`src/rtl/bb3_pkg.sv`:
```
// bb3_pkg: shared types, sizes and register codes for the 3x3 box blur stream.
// No dependencies; every rtl module of the block imports it.
`timescale 1ns / 1ps

package bb3_pkg;

   localparam int MAX_WIDTH    = 1024;
   localparam int HEIGHT_LIMIT = 4096;

   localparam int COL_W = $clog2(MAX_WIDTH);
   localparam int WID_W = $clog2(MAX_WIDTH + 1);
   localparam int ROW_W = $clog2(HEIGHT_LIMIT);
   localparam int HGT_W = $clog2(HEIGHT_LIMIT + 1);
   localparam int LIN_W = $clog2(MAX_WIDTH * HEIGHT_LIMIT);

   localparam int WIDTH_RESET  = (MAX_WIDTH < 1024) ? MAX_WIDTH : 1024;
   localparam int HEIGHT_RESET = 768;

   // configuration port
   localparam int CSR_IDX_W      = 2;
   localparam int CSR_DATA_W     = 13;
   localparam int WIDTH_FIELD_W  = 11;
   localparam int HEIGHT_FIELD_W = 13;
   localparam logic [CSR_IDX_W-1:0] REG_IMAGE_WIDTH  = 2'd0;
   localparam logic [CSR_IDX_W-1:0] REG_IMAGE_HEIGHT = 2'd1;

   // line store lanes: one lane per row modulo three
   localparam int LANES  = 3;
   localparam int LANE_W = 2;

   // arithmetic
   localparam int CHAN_W = 8;
   localparam int SUM_W  = 12;
   localparam int CNT_W  = 4;
   localparam int DIV_W  = 13;

   typedef logic [2:0][CHAN_W-1:0] pixel_type;      // [2] red, [1] green, [0] blue
   typedef pixel_type [LANES-1:0] lanes_type;
   typedef logic [2:0][SUM_W-1:0] sum_type;

   typedef struct packed {
      logic              func;
      logic [CHAN_W-1:0] red_in;
      logic [CHAN_W-1:0] green_in;
      logic [CHAN_W-1:0] blue_in;
   } req_item_type;

   typedef struct packed {
      logic [CHAN_W-1:0] red_out;
      logic [CHAN_W-1:0] green_out;
      logic [CHAN_W-1:0] blue_out;
      logic              row_end;
      logic              frame_end;
   } rsp_item_type;

   typedef struct packed {
      logic              en;
      logic [LANE_W-1:0] lane;
      logic [COL_W-1:0]  addr;
      pixel_type         data;
   } line_wr_type;

   typedef struct packed {
      logic             start;
      logic [CNT_W-1:0] count;
      sum_type          sum;
   } div_req_type;

   typedef struct packed {
      logic      done;
      pixel_type quot;
   } div_rsp_type;

endpackage

```
`src/rtl/bb3_div.sv`:
```
// bb3_div: restoring divider, one quotient bit per cycle, three channels in step.
// Gives round-half-up mean (2*sum+count)/(2*count). Uses bb3_pkg.
`timescale 1ns / 1ps

module bb3_div import bb3_pkg::*; (
   input  logic        clock,
   input  logic        reset,
   input  div_req_type div_req,
   output div_rsp_type div_rsp
);

   localparam int STEP_W = $clog2(CHAN_W);
   localparam logic [STEP_W-1:0] STEP_LAST = STEP_W'(CHAN_W - 1);

   logic              busy_ff;
   logic              done_ff;
   logic [STEP_W-1:0] step_ff;
   logic [DIV_W-1:0]  rem_ff [3];
   logic [DIV_W-1:0]  rem_in [3];
   logic [DIV_W-1:0]  dsh_ff;
   pixel_type         quot_ff;
   pixel_type         quot_in;

   always_comb begin
      for (int ch = 0; ch < 3; ch++) begin
         if (rem_ff[ch] >= dsh_ff) begin
            rem_in[ch]  = rem_ff[ch] - dsh_ff;
            quot_in[ch] = {quot_ff[ch][CHAN_W-2:0], 1'b1};
         end else begin
            rem_in[ch]  = rem_ff[ch];
            quot_in[ch] = {quot_ff[ch][CHAN_W-2:0], 1'b0};
         end
      end
   end

   always_ff @(posedge clock) begin
      if (reset) begin
         busy_ff <= 1'b0;
         done_ff <= 1'b0;
         step_ff <= '0;
      end else begin
         done_ff <= 1'b0;
         if (div_req.start) begin
            busy_ff <= 1'b1;
            step_ff <= '0;
         end else if (busy_ff) begin
            step_ff <= step_ff + 1'b1;
            if (step_ff == STEP_LAST) begin
               busy_ff <= 1'b0;
               done_ff <= 1'b1;
            end
         end
      end
   end

   always_ff @(posedge clock) begin
      if (div_req.start) begin
         for (int ch = 0; ch < 3; ch++) begin
            rem_ff[ch] <= DIV_W'({div_req.sum[ch], 1'b0}) + DIV_W'(div_req.count);
         end
         // divisor is 2*count, aligned to the top quotient bit
         dsh_ff <= DIV_W'({div_req.count, 1'b0}) << (CHAN_W - 1);
      end else if (busy_ff) begin
         for (int ch = 0; ch < 3; ch++) begin
            rem_ff[ch] <= rem_in[ch];
         end
         quot_ff <= quot_in;
         dsh_ff  <= dsh_ff >> 1;
      end
   end

   assign div_rsp.done = done_ff;
   assign div_rsp.quot = quot_ff;

endmodule

```
`config.mk`:
```
export PLATFORM = sky130hd
export DESIGN_NAME = bb3_div
export DESIGN_NICKNAME = d
export VERILOG_FILES = /design/src/rtl/bb3_pkg.sv /design/src/rtl/bb3_div.sv
export SDC_FILE = /design/constraint.sdc
export NUM_CORES = 1
export LEC_CHECK = 0
export BUFFER_PORTS_ARGS = -buffer_cell sky130_fd_sc_hd__buf_2
export CORE_UTILIZATION = 55
export CTS_CLUSTER_SIZE = 40
export DETAILED_ROUTE_END_ITERATION = 8
export PLACE_DENSITY_LB_ADDON = 0.1
export REMOVE_ABC_BUFFERS = 1
export SLEW_MARGIN = 0
export SYNTH_ARGS = -nofsm -noshare
export SYNTH_HDL_FRONTEND = slang
export SYNTH_SLANG_ARGS = --single-unit
```
`constraint.sdc`:
```
create_clock -name clock -period 6.1 [get_ports clock]
set_input_delay 0.915 -clock clock [delete_from_list [all_inputs] [get_ports clock]]
set_output_delay 0.915 -clock clock [all_outputs]
set_load 0.05 [all_outputs]
```
==> run_results.csv, run 1 <==
group,metric,value,unit
outcome,run_status,"completed",
logic_synthesis,syn_avg_cell_area,9.769,um2
routing,vias,4279,
timing,grt_setup_unrepaired,"no",
critical_path,cp_data_arrival_time,2760,ps
critical_path,critPathMaxFanout,13,
critical_path,critical_path_class,"register to register",
floorplanning,die_h,102.8,um
critical_path,critical-path-slowest-cell,"a21o_1",
global_routing,track_usage,23.72,%
clock_network,path_clk_slew,90,ps
clock_network,htreeDepth,3,
clock_network,cts_root_buffer,"clkbuf_8",
timing,setup-tns-final,0,ps
global_routing,grt_pass1_vias,3926,
global_routing,grt.overflow.total,0,
global_routing,grt_max_degree,60,
clock_network,cts_hold_buf,0,
place,gp_congestion,0.9046,
critical_path,critPathBufInv,1,
pwr,peakVddDrop,0.1110,mV
logic_synthesis,yosysWarningCount,0,
place,dp_hpwl,8.748,mm
routing,postRouteAntennaNets,0,
clock_network,clock_sinks,80,
critical_path,reg2reg_from,"dsh_ff[7]",
timing,relSlewSlack,38.77,%
critical_path,worst_setup_path_start_kind,"register",
clock_network,postCtsResizedCells,0,
clock_network,clk_latency,360,ps
finish,drive_above_1_share,15.48,%
worst_hold_path,hp-start,"div_rsp[5]",
logic_synthesis,ys_types,56,
logic_synthesis,yosysSeqAreaShare,40.66,%
place,placed_area,5876,um2
critical_path,endpoint_kind,"register",
clock_network,cts_inserted_buffers,9,
clock_network,post-cts-setup-buffers,0,
critical_path,crit_start,"dsh_ff[7]",
clock_network,cts_buffer_depth,2,
timing,hold_viol_final,0,
routing,drtIter0Drc,224,
clock_network,cts_tree,"done",
timing,post-route-min-period,2761,ps
global_routing,grt_pass1_wl,18.65,mm
timing,fmax,362.2,MHz
floorplanning,rows,36,
pwr,static-leakage-power,2.523,nW
timing,min_period_over_period,45.26,%
pwr,p_per_area,274.0,nW/um2
critical_path,critical_path.max_stage_delay,510,ps
timing,setup_viol,0,
logic_synthesis,synth_seq_cells,80,
logic_synthesis,synth_ff_type,"edfxtp_1",
finish,antennaDiodeCount,0,
floorplanning,initial_core_util,56.91,%
finish,syn_to_final_growth,9.292,%
logic_synthesis,synthesis.instances,572,
finish,nNetsFinal,711,
critical_path,cp.required,6100,ps
logic_synthesis,syn_area,5588,um2
logic_synthesis,synth_edf_count,67,
routing,drtPass1Iterations,5,
floorplanning,num_io_pins,68,
floorplanning,die-area,10570,um2
logic_synthesis,async_flop_share,0,%
floorplanning,die_w,102.8,um
routing,wire_per_inst,15.80,um
flow_run,drv_cap,0,
place,numPortBuffers,67,
critical_path,crit_family,"simple AND/OR/NAND/NOR gates",
timing,finalMaxSlewViolations,0,
routing,postRouteWirelength,11.90,mm
routing,avgViaCountPerCell,5.683,
timing,finClkSkew,7.647,ps
floorplanning,coreArea,9819,um2
global_routing,antenna_found_initial,0,
critical_path,crit_chain,"inv_1 -> ha_1 -> nand4_1 -> nor3_1 -> nor4b_2 -> o32ai_1 -> a21o_1",
worst_hold_path,hold_path.class,"register to register",
routing,route.detailed.drc,0,
timing,worst_slew_pin_slew,917.2,ps
finish,final_area,6107,um2
==> per-stage QoR <==
step	cells	setup slack [ps]	total power, mW	hold WS [ps]	util (%)
6_report	753	3339	1.673	447.3	62.19
5_1_grt	753	3135	1.768	464.2	62.19
4_1_cts	753	3330	1.677	451.2	62.19
3_5_place_dp	737	3258	1.217	428.7	59.84
3_3_place_gp	737	3354	1.205	421.7	59.84
2_1_floorplan	534	2778	1.089	483.2	-
==> state kept, by name (all words and copies together), names as in the netlist <==
register / count
busy_ff: 1
step_ff: 3
rem_ff: 39
dsh_ff: 12
done_ff: 1
div_rsp: 24
==> power by group <==
part	total (mW)	leakage (nW)	switching [mW]	internal (mW)
sequential	0.681	0.758	0.0229	0.659
combinational	0.532	1.65	0.319	0.213
clock	0.459	0.114	0.220	0.239
==> cell usage after synthesis, types with 2 or more instances <==
library cell / count / area [um2]
clkbuf_1: 9 / 33.78
buf_4: 22 / 165.2
inv_1: 33 / 123.9
nor4_1: 2 / 12.51
nor3_1: 16 / 80.08
nand4_1: 8 / 50.05
edfxtp_1: 67 / 2012
a21o_1: 16 / 120.1
xnor2_1: 26 / 227.7
fa_1: 6 / 120.1
a21boi_0: 2 / 15.01
ha_1: 47 / 588.1
o21ai_0: 38 / 190.2
o21a_1: 13 / 97.59
a211oi_1: 3 / 22.52
mux2i_1: 12 / 120.1
nor2b_1: 6 / 37.54
nor4b_1: 3 / 26.28
dfxtp_1: 13 / 260.3
o31ai_1: 7 / 52.55
o211ai_1: 4 / 30.03
nand3_1: 15 / 75.07
nand2b_1: 8 / 50.05
and3_1: 3 / 18.77
or3_1: 3 / 18.77
buf_2: 5 / 25.02
xor2_1: 25 / 219.0
a31oi_1: 3 / 18.77
o21bai_1: 3 / 22.52
nand2_1: 54 / 202.7
a21oi_1: 41 / 205.2
nor2_1: 35 / 131.4
==> metal layers <==
metal,global-route usage [%],up-vias,wire [um]
li1,-,2136,-
met1,30.79,1971,5374
met2,39.28,154,5563
met3,4.475,18,659
met4,9.317,0,297
met5,0,-,0
==> cell type report <==
type / count / area, um2
sequential: 80 / 2272
clock inverter: 7 / 107.6
clock buffer: 9 / 123.9
tap: 133 / 166.4
inverter: 34 / 127.6
multi-input combinational: 420 / 2952
timing repair buffer: 70 / 357.8
fill: 889 / 3712
==> layout by cell type, fill, tap and decap left out, types with 3 or more instances in the layout <==
cell type,count
a31oi_1,3
xnor2_1,26
nor2_1,35
o21ai_0,38
o31ai_1,7
or3_1,3
nor2b_1,6
inv_1,33
edfxtp_1,67
clkbuf_8,9
nand3_1,15
o211ai_1,4
nand4_1,8
buf_2,67
a21o_1,16
and3_1,3
o21bai_1,3
nor3_1,16
xor2_1,25
nand2b_1,7
dfxtp_1,13
fa_1,6
nor4b_1,3
ha_1,47
buf_4,3
o21a_1,13
a211oi_1,3
a21oi_1,41
nand2_1,54
mux2i_1,12
==> logic make-up after synthesis <==
group / after synthesis / synth area share (%)
AOI/OAI and AO/OA: 144 / 16.21
xor gates and xnor gates: 51 / 7.994
adders and majority gates: 53 / 12.67
buffers and inverters: 72 / 6.560
DFF: 80 / 40.66
muxes: 13 / 2.351
and+or+nand+nor: 159 / 13.55
==> final timing paths <==
kind | endpoint | slack [ps] | depth (start not counted)
min | div_rsp[6] | 450 | 0
max reg2reg | rem_ff[0][18] | 3340 | 7
max | rem_ff[0][18] | 3340 | 7
min reg2reg | div_rsp[6] | 450 | 0
No activity file was read; power rests on OpenSTA's default activity.
==> inputs of run 2 (changes only) <==
--- a/config.mk
+++ b/config.mk
@@ -6,7 +6,7 @@
 export NUM_CORES = 1
 export LEC_CHECK = 0
 export BUFFER_PORTS_ARGS = -buffer_cell sky130_fd_sc_hd__buf_2
-export CORE_UTILIZATION = 55
+export CORE_UTILIZATION = 54
 export CTS_CLUSTER_SIZE = 40
 export DETAILED_ROUTE_END_ITERATION = 8
 export PLACE_DENSITY_LB_ADDON = 0.1
==> constraint.sdc (replaced) <==
create_clock -name clock -period 2.5 [get_ports clock]
set_input_delay 0.375 -clock clock [delete_from_list [all_inputs] [get_ports clock]]
set_output_delay 0.375 -clock clock [all_outputs]
set_load 0.05 [all_outputs]
==> run 2 against run 1 <==
Final cell count is 5.2% higher. Worst setup slack worse by 3200 ps. Flip-flop and latch count stayed put. Utilization is 2.6 points higher. Clock-buffer cell count stayed put. First-iteration DRC count is 30% higher. Sequential share of layout area is 1.8 points lower. Critical endpoint is now rem_ff[0][3]. Largest power group unchanged.
==> run_results.csv, run 2 (same netlist as run 1, synthesis figures left out) <==
group,metric,value,unit
outcome,run_status,"completed",
routing,postRouteWirelength,12.90,mm
timing,worst_slew_pin_slew,543.9,ps
finish,antennaDiodeCount,0,
critical_path,critical_path.max_stage_delay,390,ps
routing,postRouteAntennaNets,0,
global_routing,grt_max_degree,60,
clock_network,cts_buffer_depth,2,
global_routing,track_usage,24.86,%
flow_run,drv_cap,0,
timing,relSlewSlack,63.69,%
timing,hold_viol_final,0,
finish,syn_to_final_growth,14.96,%
routing,avgViaCountPerCell,5.606,
clock_network,cts_inserted_buffers,9,
timing,finClkSkew,15.82,ps
clock_network,clk_latency,370,ps
critical_path,rr_worst_depth,9,
clock_network,path_clk_slew,100,ps
global_routing,grt_pass1_vias,4245,
finish,drive_above_1_share,21.40,%
floorplanning,die-area,10760,um2
finish,layoutNonFillerInstCount,792,
pwr,static-leakage-power,2.701,nW
timing,min_period_over_period,96.29,%
critical_path,endpoint_kind,"register",
clock_network,cts_root_buffer,"clkbuf_8",
place,dp_hpwl,9.704,mm
timing,setup_viol,0,
timing,grt_setup_unrepaired,"no",
finish,nNetsFinal,750,
critical_path,worst_setup_path_start_kind,"register",
worst_hold_path,hold_path.class,"input port to register",
worst_hold_path,hp-start,"reset",
floorplanning,num_io_pins,68,
place,numPortBuffers,67,
global_routing,grt.overflow.total,0,
finish,largest_register_ffs,39,
timing,post-route-min-period,2407,ps
timing,setup_slack,92.85,ps
place,post-place-cells,773,
global_routing,antenna_found_initial,1,
place,pre_cts_slack,-40.79,ps
critical_path,cp_data_arrival_time,2480,ps
pwr,power.total,4.135,mW
critical_path,cp.depth,9,
critical_path,critPathBufInv,3,
critical_path,critPathMaxFanout,7,
critical_path,critical-path-slowest-cell,"ha_1",
clock_network,cts_hold_buf,0,
timing,finalMaxSlewViolations,0,
clock_network,cts_tree,"done",
critical_path,crit_start,"dsh_ff[5]",
place,gp_congestion,0.8760,
floorplanning,initial_core_util,56.39,%
routing,vias,4440,
pwr,peakVddDrop,0.3776,mV
timing,fmax,415.4,MHz
finish,regMostFlops,"rem_ff",
critical_path,critical_path_class,"register to register",
floorplanning,coreArea,9910,um2
routing,route.detailed.drc,0,
floorplanning,die_h,103.7,um
clock_network,htreeDepth,3,
pwr,p_per_area,643.8,nW/um2
floorplanning,rows,36,
routing,drtPass1Iterations,5,
routing,drtIter0Drc,292,
clock_network,clock_sinks,80,
routing,wire_per_inst,16.29,um
critical_path,reg2reg_from,"dsh_ff[5]",
worst_hold_path,min_path_cells,2,
critical_path,crit_family,"compound AO/OA/AOI/OAI gates",
critical_path,crit_chain,"inv_1 -> buf_4 -> ha_1 -> and4_2 -> o211ai_2 -> a21oi_1 -> o21ai_1 -> o21ai_1 -> buf_4",
global_routing,grt_pass1_wl,20.97,mm
finish,layout_common_cells,"67 x edfxtp_1, 67 x buf_2, 54 x nand2_1",
critical_path,cp.required,2570,ps
floorplanning,die_w,103.7,um
[run 2: what timing repair did]
| item | in CTS | in global routing |
|---|---|---|
| gates resized for setup | 1 | 15 |
| cloned | 0 | 1 |
| pin swaps | 0 | 2 |
| endpoints found under the setup margin | 13 | 30 |
| buffers inserted | 0 | 2 |
[run 2: power breakdown]
group	leakage (nW)	internal, mW	switching [mW]
sequential	0.759	1.61	0.0565
combinational	1.85	0.636	0.843
clock	0.0969	0.473	0.520
total	2.70	2.72	1.42
[run 2: final timing paths]
check            endpoint  slack [ps]
max          rem_ff[0][3]          90
min            step_ff[0]         220
min reg2reg   div_rsp[17]         450
max reg2reg  rem_ff[0][3]          90
[run 2: per-stage QoR]
stage | instance area [um2] | util, % | hold WS, ps | setup TNS, ps
2_1_floorplan | 5349 | - | 447.4 | -20150
3_3_place_gp | 6171 | 62.27 | 426.1 | 0
3_5_place_dp | 6171 | 62.27 | 427.2 | -519.2
4_1_cts | 6376 | 64.34 | 220.9 | 0
5_1_grt | 6424 | 64.82 | 232.1 | 0
6_report | 6424 | 64.82 | 222.2 | 0
[run 2: layout make-up]
class,instances,area (um2)
clock inverter,7,80.08
fill,832,3486
sequential,80,2273
tap,133,166.4
inverter,34,127.6
timing repair buffer,109,675.6
multi-input combinational,420,2977
clock buffer,9,123.9
[run 2: metal layers]
| layer | share of wire, % | track usage (%) |
|---|---|---|
| met5 | 0 | 0 |
| met1 | 46 | 33.97 |
| met2 | 45 | 39.93 |
| met3 | 5.7 | 4.154 |
| met4 | 2.7 | 8.878 |
